--- src/design/rcgt_pkg.sv ---
// Shared types and constants for the radio channel gesture trigger.
package rcgt_pkg;

	// Widths of the configuration port and of the register fields.
	localparam int unsigned CFG_INDEX_WIDTH = 3;
	localparam int unsigned CFG_DATA_WIDTH  = 16;
	localparam int unsigned LEVEL_WIDTH     = 8;
	localparam int unsigned TICKS_WIDTH     = 16;

	// Register indexes of the configuration port.
	typedef enum logic [CFG_INDEX_WIDTH-1:0] {
		REG_LOW_LEVEL   = 3'd0,
		REG_HIGH_LEVEL  = 3'd1,
		REG_HOLD_TICKS  = 3'd2,
		REG_MIN_RELEASE = 3'd3,
		REG_MAX_RELEASE = 3'd4
	} reg_index_t;

	// Register values after reset.
	localparam logic [LEVEL_WIDTH-1:0] LOW_LEVEL_RESET   = 8'd120;
	localparam logic [LEVEL_WIDTH-1:0] HIGH_LEVEL_RESET  = 8'd130;
	localparam logic [TICKS_WIDTH-1:0] HOLD_TICKS_RESET  = 16'd10000;
	localparam logic [TICKS_WIDTH-1:0] MIN_RELEASE_RESET = 16'd3000;
	localparam logic [TICKS_WIDTH-1:0] MAX_RELEASE_RESET = 16'd10000;

	// Item opcodes.
	typedef enum logic {
		OP_TICK   = 1'b0,
		OP_SAMPLE = 1'b1
	} opcode_t;

	// Gesture phases.
	typedef enum logic [1:0] {
		PH_IDLE  = 2'd0,
		PH_LOW   = 2'd1,
		PH_ARMED = 2'd2,
		PH_HIGH  = 2'd3
	} phase_t;

	// Current register set, as seen by the gesture logic.
	typedef struct packed {
		logic [LEVEL_WIDTH-1:0] low_level;
		logic [LEVEL_WIDTH-1:0] high_level;
		logic [TICKS_WIDTH-1:0] hold_ticks;
		logic [TICKS_WIDTH-1:0] min_release_ticks;
		logic [TICKS_WIDTH-1:0] max_release_ticks;
	} cfg_t;

	// Result flags of one item.
	typedef struct packed {
		logic   fire_pulse;
		logic   fire_channel;
		logic   sequence_end;
		phase_t gesture_phase;
	} result_t;

endpackage

--- src/design/rcgt_if.sv ---
// Handshake channel interfaces for input items, results and register writes.
interface rcgt_item_if;
	logic                                valid;
	logic                                ready;
	logic                                opcode;
	logic [rcgt_pkg::LEVEL_WIDTH-1:0]    channel_value;

	modport source(output valid, output opcode, output channel_value, input ready);
	modport sink(input valid, input opcode, input channel_value, output ready);
endinterface

interface rcgt_result_if;
	logic       valid;
	logic       ready;
	logic       fire_pulse;
	logic       fire_channel;
	logic       sequence_end;
	logic [1:0] gesture_phase;

	modport source(output valid, output fire_pulse, output fire_channel,
		output sequence_end, output gesture_phase, input ready);
	modport sink(input valid, input fire_pulse, input fire_channel,
		input sequence_end, input gesture_phase, output ready);
endinterface

interface rcgt_cfg_if;
	logic                                   valid;
	logic                                   ready;
	logic [rcgt_pkg::CFG_INDEX_WIDTH-1:0]   index;
	logic [rcgt_pkg::CFG_DATA_WIDTH-1:0]    data;

	modport source(output valid, output index, output data, input ready);
	modport sink(input valid, input index, input data, output ready);
endinterface

--- src/design/rcgt_cfg_regs.sv ---
// Configuration register file for the gesture trigger.
module rcgt_cfg_regs (
	input  logic            clk,
	input  logic            arst_n,
	rcgt_cfg_if.sink        cfg,
	output rcgt_pkg::cfg_t  regs
);

	rcgt_pkg::cfg_t regs_q;

	assign cfg.ready = 1'b1;
	assign regs      = regs_q;

	always_ff @(posedge clk or negedge arst_n) begin
		if (!arst_n) begin
			regs_q.low_level         <= rcgt_pkg::LOW_LEVEL_RESET;
			regs_q.high_level        <= rcgt_pkg::HIGH_LEVEL_RESET;
			regs_q.hold_ticks        <= rcgt_pkg::HOLD_TICKS_RESET;
			regs_q.min_release_ticks <= rcgt_pkg::MIN_RELEASE_RESET;
			regs_q.max_release_ticks <= rcgt_pkg::MAX_RELEASE_RESET;
		end else if (cfg.valid && cfg.ready) begin
			case (rcgt_pkg::reg_index_t'(cfg.index))
				rcgt_pkg::REG_LOW_LEVEL: begin
					regs_q.low_level <= cfg.data[rcgt_pkg::LEVEL_WIDTH-1:0];
				end
				rcgt_pkg::REG_HIGH_LEVEL: begin
					regs_q.high_level <= cfg.data[rcgt_pkg::LEVEL_WIDTH-1:0];
				end
				rcgt_pkg::REG_HOLD_TICKS: begin
					regs_q.hold_ticks <= cfg.data[rcgt_pkg::TICKS_WIDTH-1:0];
				end
				rcgt_pkg::REG_MIN_RELEASE: begin
					regs_q.min_release_ticks <= cfg.data[rcgt_pkg::TICKS_WIDTH-1:0];
				end
				rcgt_pkg::REG_MAX_RELEASE: begin
					regs_q.max_release_ticks <= cfg.data[rcgt_pkg::TICKS_WIDTH-1:0];
				end
				default: begin
				end
			endcase
		end
	end

endmodule

--- src/design/rcgt_step.sv ---
// Next-state and result logic for one tick or sample item.
module rcgt_step #(
	parameter int unsigned COUNT_WIDTH = 16
) (
	input  rcgt_pkg::cfg_t             regs,
	input  logic                       opcode,
	input  logic [rcgt_pkg::LEVEL_WIDTH-1:0] channel_value,
	input  rcgt_pkg::phase_t           phase,
	input  logic [COUNT_WIDTH-1:0]     elapsed,
	input  logic                       next_output,
	output rcgt_pkg::phase_t           phase_next,
	output logic [COUNT_WIDTH-1:0]     elapsed_next,
	output logic                       next_output_next,
	output rcgt_pkg::result_t          result
);

	// Compares run at the wider of the counter and the register width.
	localparam int unsigned CMP_WIDTH = (COUNT_WIDTH > rcgt_pkg::TICKS_WIDTH) ?
		COUNT_WIDTH : rcgt_pkg::TICKS_WIDTH;

	logic                 is_low;
	logic                 is_high;
	logic [CMP_WIDTH-1:0] cnt_ext;
	logic [CMP_WIDTH-1:0] hold_ext;
	logic [CMP_WIDTH-1:0] min_ext;
	logic [CMP_WIDTH-1:0] max_ext;
	logic                 in_window;
	logic                 past_hold;

	assign is_low    = channel_value < regs.low_level;
	assign is_high   = channel_value > regs.high_level;
	assign cnt_ext   = CMP_WIDTH'(elapsed);
	assign hold_ext  = CMP_WIDTH'(regs.hold_ticks);
	assign min_ext   = CMP_WIDTH'(regs.min_release_ticks);
	assign max_ext   = CMP_WIDTH'(regs.max_release_ticks);
	assign in_window = (cnt_ext >= min_ext) && (cnt_ext <= max_ext);
	assign past_hold = cnt_ext > hold_ext;

	// The phase checks are evaluated in order on one sample, so a release
	// that ends on a low sample falls through to the idle check and re-arms.
	always_comb begin
		rcgt_pkg::phase_t ph;
		ph               = phase;
		elapsed_next     = elapsed;
		next_output_next = next_output;
		result           = '0;

		if (rcgt_pkg::opcode_t'(opcode) == rcgt_pkg::OP_TICK) begin
			if (elapsed != {COUNT_WIDTH{1'b1}}) begin
				elapsed_next = elapsed + COUNT_WIDTH'(1);
			end
		end else begin
			if (ph == rcgt_pkg::PH_HIGH && is_low) begin
				if (in_window) begin
					result.fire_pulse   = 1'b1;
					result.fire_channel = next_output;
					result.sequence_end = next_output;
					next_output_next    = ~next_output;
				end
				ph = rcgt_pkg::PH_IDLE;
			end
			if (ph == rcgt_pkg::PH_ARMED && is_high) begin
				ph           = rcgt_pkg::PH_HIGH;
				elapsed_next = '0;
			end
			if (ph == rcgt_pkg::PH_LOW && past_hold) begin
				ph = rcgt_pkg::PH_ARMED;
			end
			if (ph == rcgt_pkg::PH_IDLE && is_low) begin
				ph           = rcgt_pkg::PH_LOW;
				elapsed_next = '0;
			end
		end

		phase_next           = ph;
		result.gesture_phase = ph;
	end

endmodule

--- src/design/rc_channel_gesture_trigger_core.sv ---
// Top level of the radio channel gesture trigger.
//
// Items arrive on the in channel: opcode 0 is a timer tick, opcode 1 a new
// channel sample. Every accepted item produces exactly one result on the out
// channel, carrying the fire flags and the gesture phase after that item.
// Registers are written through the cfg channel, which is always ready; a
// write should only be issued while no request is in flight.
//
// An accepted request is held in an input register, evaluated against the
// gesture state, and lands in the result register, from which it is offered
// to the receiver. One request can be accepted every cycle while the receiver
// keeps taking results; the state update is the only loop.
//
// Reset clears the phase to idle, the elapsed counter to zero, selects the
// first output and loads the register defaults. When the receiver stalls, the
// result register holds its value and one more request may wait in the input
// register; after that in.ready drops until the result is taken.
module rc_channel_gesture_trigger_core #(
	parameter int unsigned COUNT_WIDTH = 16
) (
	input  logic          clk,
	input  logic          arst_n,
	rcgt_item_if.sink     in,
	rcgt_result_if.source out,
	rcgt_cfg_if.sink      cfg
);

	rcgt_pkg::cfg_t                    regs;

	logic                              valid_s1;
	logic                              opcode_s1;
	logic [rcgt_pkg::LEVEL_WIDTH-1:0]  value_s1;

	rcgt_pkg::phase_t                  phase_q;
	logic [COUNT_WIDTH-1:0]            elapsed_q;
	logic                              next_output_q;

	rcgt_pkg::phase_t                  phase_next;
	logic [COUNT_WIDTH-1:0]            elapsed_next;
	logic                              next_output_next;
	rcgt_pkg::result_t                 result;

	logic                              out_valid_q;
	rcgt_pkg::result_t                 result_q;

	logic                              advance;

	rcgt_cfg_regs u_cfg_regs (
		.clk    (clk),
		.arst_n (arst_n),
		.cfg    (cfg),
		.regs   (regs)
	);

	rcgt_step #(
		.COUNT_WIDTH (COUNT_WIDTH)
	) u_step (
		.regs             (regs),
		.opcode           (opcode_s1),
		.channel_value    (value_s1),
		.phase            (phase_q),
		.elapsed          (elapsed_q),
		.next_output      (next_output_q),
		.phase_next       (phase_next),
		.elapsed_next     (elapsed_next),
		.next_output_next (next_output_next),
		.result           (result)
	);

	// The held request moves on whenever the result register is free or
	// is being emptied in this cycle.
	assign advance  = valid_s1 && (!out_valid_q || out.ready);
	assign in.ready = !valid_s1 || advance;

	always_ff @(posedge clk or negedge arst_n) begin
		if (!arst_n) begin
			valid_s1 <= 1'b0;
		end else if (in.ready) begin
			valid_s1 <= in.valid;
		end
	end

	always_ff @(posedge clk) begin
		if (in.valid && in.ready) begin
			opcode_s1 <= in.opcode;
			value_s1  <= in.channel_value;
		end
	end

	always_ff @(posedge clk or negedge arst_n) begin
		if (!arst_n) begin
			phase_q       <= rcgt_pkg::PH_IDLE;
			elapsed_q     <= '0;
			next_output_q <= 1'b0;
			out_valid_q   <= 1'b0;
		end else begin
			if (advance) begin
				phase_q       <= phase_next;
				elapsed_q     <= elapsed_next;
				next_output_q <= next_output_next;
				out_valid_q   <= 1'b1;
			end else if (out.ready) begin
				out_valid_q <= 1'b0;
			end
		end
	end

	always_ff @(posedge clk) begin
		if (advance) begin
			result_q <= result;
		end
	end

	assign out.valid         = out_valid_q;
	assign out.fire_pulse    = result_q.fire_pulse;
	assign out.fire_channel  = result_q.fire_channel;
	assign out.sequence_end  = result_q.sequence_end;
	assign out.gesture_phase = result_q.gesture_phase;

endmodule

--- src/flat_wrapper.sv ---
// flat-port wrapper written by rule: the top's interface ports become plain ports
module rc_channel_gesture_trigger_core_flat 
#(
	parameter int unsigned COUNT_WIDTH = 16
)
  (clk, arst_n, in_valid, in_opcode, in_channel_value, in_ready, out_valid, out_fire_pulse, out_fire_channel, out_sequence_end, out_gesture_phase, out_ready, cfg_valid, cfg_index, cfg_data, cfg_ready);
  rcgt_item_if in_i ();
  rcgt_result_if out_i ();
  rcgt_cfg_if cfg_i ();
  input  logic clk;
  input  logic arst_n;
  input wire logic [$bits(in_i.valid)-1:0] in_valid;
  input wire logic [$bits(in_i.opcode)-1:0] in_opcode;
  input wire logic [$bits(in_i.channel_value)-1:0] in_channel_value;
  output wire logic [$bits(in_i.ready)-1:0] in_ready;
  output wire logic [$bits(out_i.valid)-1:0] out_valid;
  output wire logic [$bits(out_i.fire_pulse)-1:0] out_fire_pulse;
  output wire logic [$bits(out_i.fire_channel)-1:0] out_fire_channel;
  output wire logic [$bits(out_i.sequence_end)-1:0] out_sequence_end;
  output wire logic [$bits(out_i.gesture_phase)-1:0] out_gesture_phase;
  input wire logic [$bits(out_i.ready)-1:0] out_ready;
  input wire logic [$bits(cfg_i.valid)-1:0] cfg_valid;
  input wire logic [$bits(cfg_i.index)-1:0] cfg_index;
  input wire logic [$bits(cfg_i.data)-1:0] cfg_data;
  output wire logic [$bits(cfg_i.ready)-1:0] cfg_ready;
  assign in_i.valid = in_valid;
  assign in_i.opcode = in_opcode;
  assign in_i.channel_value = in_channel_value;
  assign in_ready = in_i.ready;
  assign out_valid = out_i.valid;
  assign out_fire_pulse = out_i.fire_pulse;
  assign out_fire_channel = out_i.fire_channel;
  assign out_sequence_end = out_i.sequence_end;
  assign out_gesture_phase = out_i.gesture_phase;
  assign out_i.ready = out_ready;
  assign cfg_i.valid = cfg_valid;
  assign cfg_i.index = cfg_index;
  assign cfg_i.data = cfg_data;
  assign cfg_ready = cfg_i.ready;
  rc_channel_gesture_trigger_core #(.COUNT_WIDTH(COUNT_WIDTH)) u_core (.clk(clk), .arst_n(arst_n), .in(in_i), .out(out_i), .cfg(cfg_i));
endmodule
--- config.mk ---
export PLATFORM = sky130hd
export DESIGN_NAME = rc_channel_gesture_trigger_core_flat
export DESIGN_NICKNAME = d
export VERILOG_FILES = /design/src/design/rcgt_pkg.sv /design/src/design/rcgt_if.sv /design/src/design/rcgt_cfg_regs.sv /design/src/design/rcgt_step.sv /design/src/design/rc_channel_gesture_trigger_core.sv /design/src/flat_wrapper.sv
export SDC_FILE = /design/constraint.sdc
export NUM_CORES = 1
export LEC_CHECK = 0
export BUFFER_PORTS_ARGS = -buffer_cell sky130_fd_sc_hd__buf_2
export CAP_MARGIN = 0
export CORE_MARGIN = 2
export CORE_UTILIZATION = 53
export CTS_CLUSTER_SIZE = 8
export DETAILED_ROUTE_END_ITERATION = 8
export GPL_TIMING_DRIVEN = 0
export PLACE_DENSITY = 0.71
export SYNTH_ARGS = -nofsm -noshare
export SYNTH_HDL_FRONTEND = slang
export SYNTH_HIERARCHICAL = 1
export SYNTH_SLANG_ARGS = --single-unit
--- constraint.sdc ---
create_clock -name clk -period 3.1 [get_ports clk]
set_clock_uncertainty 0.1 [all_clocks]
set_input_delay 0.155 -clock clk [delete_from_list [all_inputs] [get_ports clk]]
set_output_delay 0.155 -clock clk [all_outputs]
set_load 0.02 [all_outputs]
==> impl_metrics.py <==
metrics = {
    "power": {
        "cellPowerDensity_mw_per_mm2": 556,
        "irDropWorstVdd_mv": 0.534,
        "p_leak_uw": 0.00326,
    },
    "timing": {
        "crit_share_post_route_pct": 95.8,
        "finalSetupViolCount": 0,
        "final_number_of_hold_violating_endpoints": 0,
        "timing.final.crit_period_ns": 2.97,
        "max_slew_margin_pct": 57.5,
        "post-route-worst-setup-slack_ns": 0.130,
        "max_slew.worst_pin.slew_ns": 0.634,
        "final_max_slew_viol_count": 0,
        "clock.fmax_mhz": 337,
    },
    "worst_setup_path": {
        "critPathKind": "register to register",
        "endpoint_kind": "register",
        "timing.critical_path.cells": "inv_1 > ha_1 > o21a_1 > o211ai_1 > a211oi_1 > a2111oi_2 > nor3_2 > ha_1 > mux2_1 > mux2_4",
        "worst_path_largest_cell_delay_ns": 0.54,
        "timing.critical_path.mode_cell": "sky130_fd_sc_hd__ha_1",
        "timing.critical_path.required_ns": 3.23,
        "critPathSlowestCell": "sky130_fd_sc_hd__dfstp_2",
        "cpLargestDelayFamily": "compound AO/OA/AOI/OAI gates",
        "cp.buffers_inverters": 1,
        "crit_path_max_fanout": 2,
        "cp_data_arrival_time_ns": 3.10,
        "crit_path_start_kind": "register",
    },
    "placement": {
        "dp_hpwl_um": 9420,
        "preCtsSetupSlack_ns": 0.0259,
        "gp_congestion": 0.861,
        "placement.io_buffers": 39,
    },
    "clocking": {
        "tritoncts": "built",
        "numCtsBuffers": 9,
        "clock_sink_count": 99,
        "cts.clk_slew.worst_paths_ns": 0.07,
        "clock_tree.buffer_depth": 2,
        "worstSkewPairLatency_ns": 0.35,
        "cts.root.buffer_cell": "sky130_fd_sc_hd__clkbuf_16",
        "cts_htree_levels": 3,
    },
    "global_routing": {
        "grtUsageMet3_pct": 5.25,
        "global_route.usage.met2_pct": 35.8,
        "gr-total-overflow": 0,
        "grt_use_total_pct": 21.8,
        "grt_antenna_before_repair": 0,
        "gr-usage-met1_pct": 29.5,
        "busiest_layer": "met2",
        "pin_count_of_the_biggest_net_entering_global_routing": 54,
        "grt_pass1_wl_um": 21300,
        "grt_pass1_vias": 4264,
    },
    "synthesis": {
        "asyncSetResetFlopFracSynth_pct": 85.9,
        "synthesis.area_mm2": 0.00604,
        "avg_synthesized_cell_area_um2": 11.7,
        "synth.distinct_cells": 63,
        "synth.yosys.warnings": 6,
        "count_of_state_elements_after_synthesis": 99,
        "synthesis.nets": 614,
        "synth_enable_flop_cells": 14,
        "yosysSeqAreaShare_pct": 42.7,
        "yosys_most_used_dff": "sky130_fd_sc_hd__dfrtp_1",
        "post_synth_inst_count": 516,
    },
    "drt": {
        "avgViaCountPerCell": 5.66,
        "first_pass_iters": 4,
        "route.detailed.drc": 0,
        "route.detailed.wl_per_inst_um": 17.1,
        "detailroute.via_count": 4139,
        "routed_wirelength_um": 12500,
        "antenna_left": 0,
        "number_of_drc_violations_after_detailed_routing_iteration_0": 195,
    },
    "final_layout": {
        "layout.nets": 684,
        "diodes": 0,
        "fillers": 869,
        "drive_above_1_share_pct": 32.8,
        "area_delta_synth_final_pct": 14.5,
        "fin_util_pct": 62.9,
    },
    "floorplanning": {
        "floorplan.die_area_mm2": 0.0123,
        "floorplan.initialDensity_pct": 55.0,
        "die-width_um": 111,
        "rows": 38,
        "ios": 41,
        "chipHeight_um": 111,
        "core-area_mm2": 0.0110,
    },
    "flow_run": {
        "timing.max_cap.violations": 0,
    },
    "hold_path": {
        "min_path_type": "input port to register",
    },
    "outcome": {
        "status": "finished, final reports clean",
    },
}
[layout make-up]
| cell class | count | area [um^2] | area share, % |
|---|---|---|---|
| sequential | 99 | 2580 | 37.3 |
| tap | 140 | 175 | 2.54 |
| clock buffer | 11 | 233 | 3.37 |
| multi-input combinational | 335 | 3100 | 44.8 |
| inverter | 65 | 244 | 3.53 |
| clock inverter | 5 | 38.8 | 0.561 |
| buffer | 17 | 129 | 1.87 |
| timing repair buffer | 59 | 415 | 6.01 |
[sequential cells by signal, indices dropped and copies added, names as in the netlist, 2 cells and up]
name	count
u_core/value_s1	8
u_core/elapsed_q	16
u_core/out.gesture_phase	2
u_core/phase_q	2
u_core/u_cfg_regs/regs	64
[worst paths after layout]
check	endpoint	from	cells after the start	slack [ns]
min in group asynchronous	u_core/u_cfg_regs/regs[12]	arst_n	2	0.20
max in group asynchronous	u_core/u_cfg_regs/regs[62]	arst_n	3	2.04
worst min register to register	u_core/u_cfg_regs/regs[31]	u_core/u_cfg_regs/regs[31]	1	0.41
worst min-delay path	u_core/u_cfg_regs/regs[52]	cfg_data[4]	2	0.02
worst max-delay path	u_core/next_output_q	u_core/u_cfg_regs/regs[20]	10	0.13
worst max register to register	u_core/next_output_q	u_core/u_cfg_regs/regs[20]	10	0.13
[what timing repair did]
item                                   in CTS  in global routing
buffers inserted                            0                  0
setup endpoints to repair                   0                  1
hold buffers                               19                  0
endpoints found under the hold margin      66                  0
gates resized for setup                     0                  4
[through the flow]
stage	hold slack, ns	instance area (um^2)	setup TNS (ns)	total power (uW)	instances
after floorplan	-0.241	6040	0	2480	516
after global placement	0.232	6410	0	2710	695
after detailed placement	0.0330	6440	0	2790	696
after CTS	0.00662	6900	0	3870	731
after global routing	0.0205	6910	-0.00572	4100	731
final	0.0150	6910	0	3840	731
[layout by cell type, fill, tap and decap left out, drive strengths merged, types with 15 or more instances in the layout]
master	count
mux2	84
inv	66
ha	65
dfrtp	62
buf	54
dfstp	23
dlygate4sd3	19
a21oi	19
nor2	16
nand2	16
nand3	15
[routing by layer]
metal / wire length, um / up-vias
met5: 0 / -
met4: 182 / 0
met3: 522 / 14
met2: 6090 / 92
met1: 5720 / 2037
li1: - / 1996
[report_power, final]
group / switching [uW] / internal [uW]
logic: 518 / 520
clock network: 498 / 549
registers: 167 / 1590
total: 1180 / 2660
[cells by family after synthesis]
family,Yosys count,share of synthesized area [%]
muxes,85,17.0
other,1,0.0621
xor gates and xnor gates,8,1.16
DFF,99,42.7
AOI/OAI and AO/OA,75,9.41
buffers and inverters,82,6.18
adders and majority gates,65,13.5
and+or+nand+nor,101,10.0
[synth_stat cells, types with 3 or more instances]
| cell | instances | share of area (%) |
|---|---|---|
| sky130_fd_sc_hd__mux2_4 | 19 | 4.7 |
| sky130_fd_sc_hd__xor2_1 | 5 | 0.73 |
| sky130_fd_sc_hd__nand3_1 | 15 | 1.2 |
| sky130_fd_sc_hd__dfstp_2 | 23 | 10 |
| sky130_fd_sc_hd__edfxtp_1 | 14 | 7.0 |
| sky130_fd_sc_hd__buf_4 | 4 | 0.50 |
| sky130_fd_sc_hd__xnor2_1 | 3 | 0.44 |
| sky130_fd_sc_hd__a21o_1 | 4 | 0.50 |
| sky130_fd_sc_hd__nor3_1 | 8 | 0.66 |
| sky130_fd_sc_hd__clkbuf_1 | 3 | 0.19 |
| sky130_fd_sc_hd__nor2b_1 | 5 | 0.52 |
| sky130_fd_sc_hd__nand2b_1 | 3 | 0.31 |
| sky130_fd_sc_hd__o2bb2ai_1 | 5 | 0.73 |
| sky130_fd_sc_hd__dfrtp_1 | 62 | 26 |
| sky130_fd_sc_hd__buf_6 | 6 | 1.1 |
| sky130_fd_sc_hd__o21ai_0 | 10 | 0.83 |
| sky130_fd_sc_hd__o211ai_1 | 5 | 0.62 |
| sky130_fd_sc_hd__nor2_1 | 16 | 1.0 |
| sky130_fd_sc_hd__a211oi_1 | 6 | 0.75 |
| sky130_fd_sc_hd__nand2_1 | 15 | 0.93 |
| sky130_fd_sc_hd__ha_1 | 65 | 13 |
| sky130_fd_sc_hd__inv_1 | 65 | 4.0 |
| sky130_fd_sc_hd__a211oi_2 | 4 | 0.83 |
| sky130_fd_sc_hd__nor4bb_1 | 3 | 0.50 |
| sky130_fd_sc_hd__and3_1 | 4 | 0.41 |
| sky130_fd_sc_hd__buf_2 | 4 | 0.33 |
| sky130_fd_sc_hd__nand4_1 | 13 | 1.3 |
| sky130_fd_sc_hd__and2_1 | 3 | 0.31 |
| sky130_fd_sc_hd__a21oi_1 | 19 | 1.6 |
| sky130_fd_sc_hd__mux2_2 | 64 | 12 |
| sky130_fd_sc_hd__a22o_1 | 3 | 0.44 |
Note: power is estimated with default switching activity, not from simulation.
